[config.mk]
export PLATFORM = sky130hd
export DESIGN_NAME = tohlc_bar_fifo
export DESIGN_NICKNAME = d
export VERILOG_FILES = /design/src/hw/rtl/tohlc_pkg.sv /design/src/hw/rtl/tohlc_bar_fifo.sv
export SDC_FILE = /design/constraint.sdc
export NUM_CORES = 1
export LEC_CHECK = 0
export ABC_AREA = 1
export BUFFER_PORTS_ARGS = -buffer_cell sky130_fd_sc_hd__buf_2
export CORE_MARGIN = 4
export CORE_UTILIZATION = 40
export CTS_BUF_LIST = sky130_fd_sc_hd__clkbuf_8 sky130_fd_sc_hd__clkbuf_16
export DETAILED_ROUTE_END_ITERATION = 10
export PLACE_DENSITY_LB_ADDON = 0.2
export SKIP_CTS_REPAIR_TIMING = 1
export SYNTH_ARGS = -nofsm -noshare
export SYNTH_HDL_FRONTEND = slang
export SYNTH_SLANG_ARGS = --single-unit
[constraint.sdc]
create_clock -name clk -period 13.1 [get_ports clk]
set_clock_uncertainty 0.2 [all_clocks]
set_input_delay 0 -clock clk [delete_from_list [all_inputs] [get_ports clk]]
set_output_delay 0 -clock clk [all_outputs]
set_load 0.01 [all_outputs]
[src/hw/rtl/tohlc_pkg.sv]
// shared widths, state codes and the result beat type of the ohlc bar aggregator
package tohlc_pkg;

  localparam int INST_W  = 6;
  localparam int HOUR_W  = 5;
  localparam int MIN_W   = 6;
  localparam int PRICE_W = 32;

  localparam int BAR_FIFO_DEPTH = 4;
  localparam int BAR_PTR_W      = 2;
  localparam int BAR_CNT_W      = 3;

  localparam logic BAR_MINUTE = 1'b0;
  localparam logic BAR_HOUR   = 1'b1;

  typedef enum logic {
    ST_CLEAR,
    ST_RUN
  } seq_state_t;

  typedef struct packed {
    logic               kind;
    logic [INST_W-1:0]  instrument;
    logic [HOUR_W-1:0]  hour;
    logic [MIN_W-1:0]   minute;
    logic [PRICE_W-1:0] open_price;
    logic [PRICE_W-1:0] high_price;
    logic [PRICE_W-1:0] low_price;
    logic [PRICE_W-1:0] close_price;
    logic               last_of_run;
  } bar_t;

  typedef struct packed {
    logic first;
    logic second;
  } bar_push_t;

endpackage

[src/hw/rtl/tohlc_bar_fifo.sv]
// result queue that takes up to two bars per cycle and hands out one beat at a time
module tohlc_bar_fifo
  import tohlc_pkg::*;
(
  input  logic      clk,
  input  logic      rst_n,
  input  bar_push_t push,
  input  bar_t      bar0,
  input  bar_t      bar1,
  output logic      room,
  output logic      out_valid,
  input  logic      out_stall,
  output bar_t      out_bar
);

  bar_t                 mem [BAR_FIFO_DEPTH];
  logic [BAR_PTR_W-1:0] wr_ptr_r, wr_ptr_nxt;
  logic [BAR_PTR_W-1:0] rd_ptr_r, rd_ptr_nxt;
  logic [BAR_CNT_W-1:0] count_r, count_nxt;
  logic [BAR_PTR_W-1:0] wr_ptr_p1;
  logic                 pop;
  logic [BAR_CNT_W-1:0] push_n;

  assign wr_ptr_p1 = wr_ptr_r + BAR_PTR_W'(1);
  assign out_valid = (count_r != '0);
  assign out_bar   = mem[rd_ptr_r];
  assign pop       = out_valid && !out_stall;
  assign room      = (BAR_CNT_W'(BAR_FIFO_DEPTH) - count_r) >= BAR_CNT_W'(2);

  always_comb begin
    push_n     = BAR_CNT_W'(push.first) + BAR_CNT_W'(push.second);
    wr_ptr_nxt = wr_ptr_r + push_n[BAR_PTR_W-1:0];
    rd_ptr_nxt = pop ? rd_ptr_r + BAR_PTR_W'(1) : rd_ptr_r;
    count_nxt  = count_r + push_n - BAR_CNT_W'(pop);
  end

  always_ff @(posedge clk) begin
    if (!rst_n) begin
      wr_ptr_r <= '0;
      rd_ptr_r <= '0;
      count_r  <= '0;
    end else begin
      wr_ptr_r <= wr_ptr_nxt;
      rd_ptr_r <= rd_ptr_nxt;
      count_r  <= count_nxt;
    end
  end

  always_ff @(posedge clk) begin
    if (push.first) begin
      mem[wr_ptr_r] <= bar0;
    end
    if (push.second) begin
      mem[wr_ptr_p1] <= bar1;
    end
  end

endmodule

# == Word-level counts from Yosys, hierarchy flattened ==
# Memory sizes are Yosys's and may differ from the RTL's. A register that Yosys moved wholly into a read port is not among the register bits.
# Index checks and enable logic that the tools add are counted.
# Widths: inputs -> output; s select.
# word_totals
ram_bits,588
register_bits,7
elab_cells,21
in_bits,299
memories,1
out_inout_bits,149
# op_classes
mux,6
add_sub_neg,7
n_reduce_logical,3
order_cmp,1
# mem_list
name,words,width,rd,rd_ports_with_merged_regs,write_ports,line,rtl
mem,4,147,1,1,2,tohlc_bar_fifo.sv:16,bar_t mem [BAR_FIFO_DEPTH];
# op_table
op,n
$add 2x1->2 const B,2
$mux 1,4
$mux 2,2
$add 3x2->3,1
$ge 3x2->1 const B,1
$reduce_bool 3->1,1
$sub 3x1->3,1
$sub 3x3->3 const A,1
$add 1x1->2,1
$add 2x2->2,1
$logic_and 1x1->1,1
$logic_not 1->1,1

# == Logic depth before layout (Yosys ltp) ==
# logic_depth
word_depth,4
mapped_depth,11

# == Worst setup path after synthesis ==
# OpenSTA, ideal clock, no wires.
# synth_timing
path_type,register -> register
startpoint,reg wr_ptr_r[0]
endpoint,mem mem[1][0] in the netlist's numbering (enable)
path_buffers,1
path_slack_ps,691
stages_incl_launch_ff,4
t_required_ps,12032
arrival_time_ps,11342
cell_sequence,dfxtp_1 -> buf_2 -> inv_2 -> o31ai_1
# synth_rtl
item,line,rtl
start: declaration,tohlc_bar_fifo.sv:17,"logic [BAR_PTR_W-1:0] wr_ptr_r, wr_ptr_nxt;"
start signal: assignment,tohlc_bar_fifo.sv:43,wr_ptr_r <= wr_ptr_nxt;
end: declaration,tohlc_bar_fifo.sv:16,

==> summary.txt <==
Drt
  • Routed wire length: 84590 µm
  • Wirelength per Cell: 16.82 µm
  • Vias per cell: 4.963
  • ANT nets after route: 0
  • Vias: 24962
  • Drt drc: 0
  • Drt pass-1 iters: 5
  • Initial drt markers: 1564

Synthesis
  • Number of synthesized register bits: 597
  • Syn nets: 3545
  • Yosys top cell area share: 58.24%
  • Register area share after synthesis: 58.83%
  • Ranking of synthesized cells by area: edfxtp_1, nand2_1, o21ai_0, inv_1, o21ai_1
  • Leading area contributor after synthesis: edfxtp_1
  • Most used DFF post-synth: edfxtp_1
  • Mean Syn Cell Area: 9.366 µm²
  • Synth Cell Area: 30320 µm²
  • Library cells used by synthesis: 23
  • Post-synth EDFFs: 588
  • Cells after synthesis: 3237
  • Synth warn: 0
  • Asr flop ratio synth: 0%

Floorplan
  • Ports: 448
  • Row count: 100
  • Core area: 74820 µm²
  • DIE AREA: 80270 µm²
  • Die Wd: 283.3 µm
  • Chip height: 283.3 µm
  • Initial Utilization: 40.52%

Critical path
  • Worst reg2reg endpoint: mem[2][75]
  • Crit end category: flip-flop
  • Worst setup SP type: flip-flop
  • Worst Path Arrival: 4.27 ns
  • Setup crit end: mem[2][75]
  • Worst reg-to-reg path cell count: 6
  • Worst Setup SP: wr_ptr_r[1]
  • Critical setup path kind: reg2reg
  • Req. time, crit path: 13.24 ns
  • R2R Setup Slk: 8.97 ns
  • CP max FO: 99
  • Critical R2R Launch: wr_ptr_r[1]

Final layout
  • Area grow syn2layout: 29.07%
  • Fin cells: 5030
  • Fin nets: 4313
  • Layout cell share with drive strength beyond 1: 14.29%

Place
  • Port Buffers: 447
  • Placed insts: 4453
  • Dpl hpwl: 48680 µm
  • Final GP Congestion: 0.7721

Global routing
  • Number of global-route vias before repair: 21853
  • Initial antenna violation count: 11
  • Total GRT Usage: 19.65%
  • Total grt overflow: 0
  • Largest net degree at the start of global routing: 261
  • First-pass GRT wire length: 125100 µm

Clock network
  • H-tree levels: 3
  • Total CTS buffers: 69
  • Clk_lat worst skew: 0.59 ns
  • Worst-path clk slew: 0.06 ns
  • Clock tree buffer depth: 3
  • Clock Sinks: 597
  • Root buf cell: clkbuf_16
  • CTS tree: yes

STA
  • Hold Vio Cnt, Final: 0
  • Final setup TNS: 0 ns
  • Worst-Margin Slew: 1.219 ns
  • FMAX: 242.0 MHz
  • Max-slew violations: 0
  • Final Cycle Share: 31.55%
  • Endpoints failing setup: 0
  • Relative slew margins: 18.75%
  • Final Critical Period: 4.133 ns
  • RSZ-0062 raised after global routing: no

Worst hold path
  • Hold WC Path Type: in2reg

Power
  • Pwr Density: 150.9 nW/µm²
  • Lkg Pwr: 16.95 nW
  • Tot Pwr: 5.907 mW
  • Peak VDD IR: 0.1247 mV

Flow run
  • Maximum Capacitance Violations: 0

Status
  • Outcome: finished clean
-- layout make-up --
class | instances | area [µm²]
Tap cell | 969 | 1212
Multi-Input combinational cell | 1954 | 9211
Clock inverter | 46 | 354.1
Fill cell | 6741 | 35690
Timing Repair Buffer | 925 | 7002
Inverter | 458 | 1719
Antenna cell | 10 | 25.02
Clock buffer | 71 | 1765
Sequential cell | 597 | 17840
-- flip-flops by register name, indices dropped and copies added (netlist names), named ones only --
name and flops:
count_r 3, mem 588, rd_ptr_r 2, wr_ptr_r 2
-- worst min-delay path by stage --
stage | endpoint | startpoint | slack, ns | depth (start not counted)
after floorplan | count_r[0] | rst_n | -0.11 | 2
after global placement | count_r[0] | rst_n | 0.09 | 3
after detailed placement | wr_ptr_r[0] | rst_n | 0.1 | 3
after CTS | wr_ptr_r[0] | rst_n | -0.56 | 3
after global routing | count_r[1] | rst_n | 0.05 | 4
final | count_r[0] | rst_n | 0.03 | 4
-- metrics by stage --
step           setup slack, ns  cell area (µm²)  hold WS, ns  utilization [%]
3_3_place_gp             9.315            32480      0.09100            43.42
5_1_grt                  8.690            39130      0.05296            52.30
6_report                 8.967            39130      0.02999            52.30
3_5_place_dp             9.257            32480      0.09780            43.42
2_1_floorplan           0.6906            30320      -0.1065                -
4_1_cts                  9.241            34600      -0.5554            46.25
-- Yosys cell counts (2+ instances only) --
cell      instances
o211ai_1        147
a21oi_1         150
o21ai_1         330
nand3_1           4
buf_6            84
dfxtp_1           9
nor2_1            7
clkbuf_1         41
o21ai_0         405
edfxtp_1        588
o31ai_1           3
inv_2             2
nand3_4           4
nand2_1         893
ha_1              8
inv_1           456
buf_1            14
buf_2            87
-- cell usage in the layout (no fill, tap or decap), drive strengths merged --
cell type    count
bufinv           4
edfxtp         588
clkinvlp         5
diode           10
nand3            8
a21bo            1
o211ai         147
buf            475
nor2             7
dfxtp            9
nand2          893
o21ai          735
ha               8
inv            474
or3b             1
dlygate4sd3    450
a21oi          150
clkbuf          71
o31ai            3
fa               1
clkinv          21
-- critical path, stage by stage (launching register included) --
cell	delay (ns)
dfxtp_1	0.59
inv_2	0.18
nand3_4	0.29
buf_4	0.85
buf_4	0.88
o21ai_1	0.11
dlygate4sd3_1	0.60
-- cell families after synthesis --
logic type,synth area share (%)
adder cells (fa/ha/maj),0.3962
buffers and inverters,10.95
flip-flops,58.83
AND/OR/NAND/NOR,11.47
AO/OA/AOI/OAI,18.36
-- power by group --
| part | switching (mW) | internal (mW) |
|---|---|---|
| registers | 0.0739 | 2.39 |
| clock network | 0.774 | 1.05 |
| logic | 1.04 | 0.572 |
| total | 1.88 | 4.02 |
-- per-layer routing --
metal	track usage, %	wire [µm]	share of wire [%]
met1	24.47	35160	42
met2	35.18	42630	50
met3	3.320	4219	5.0
met4	5.659	2568	3.0
met5	0	12	0.014
(Power assumes the default switching activity.)
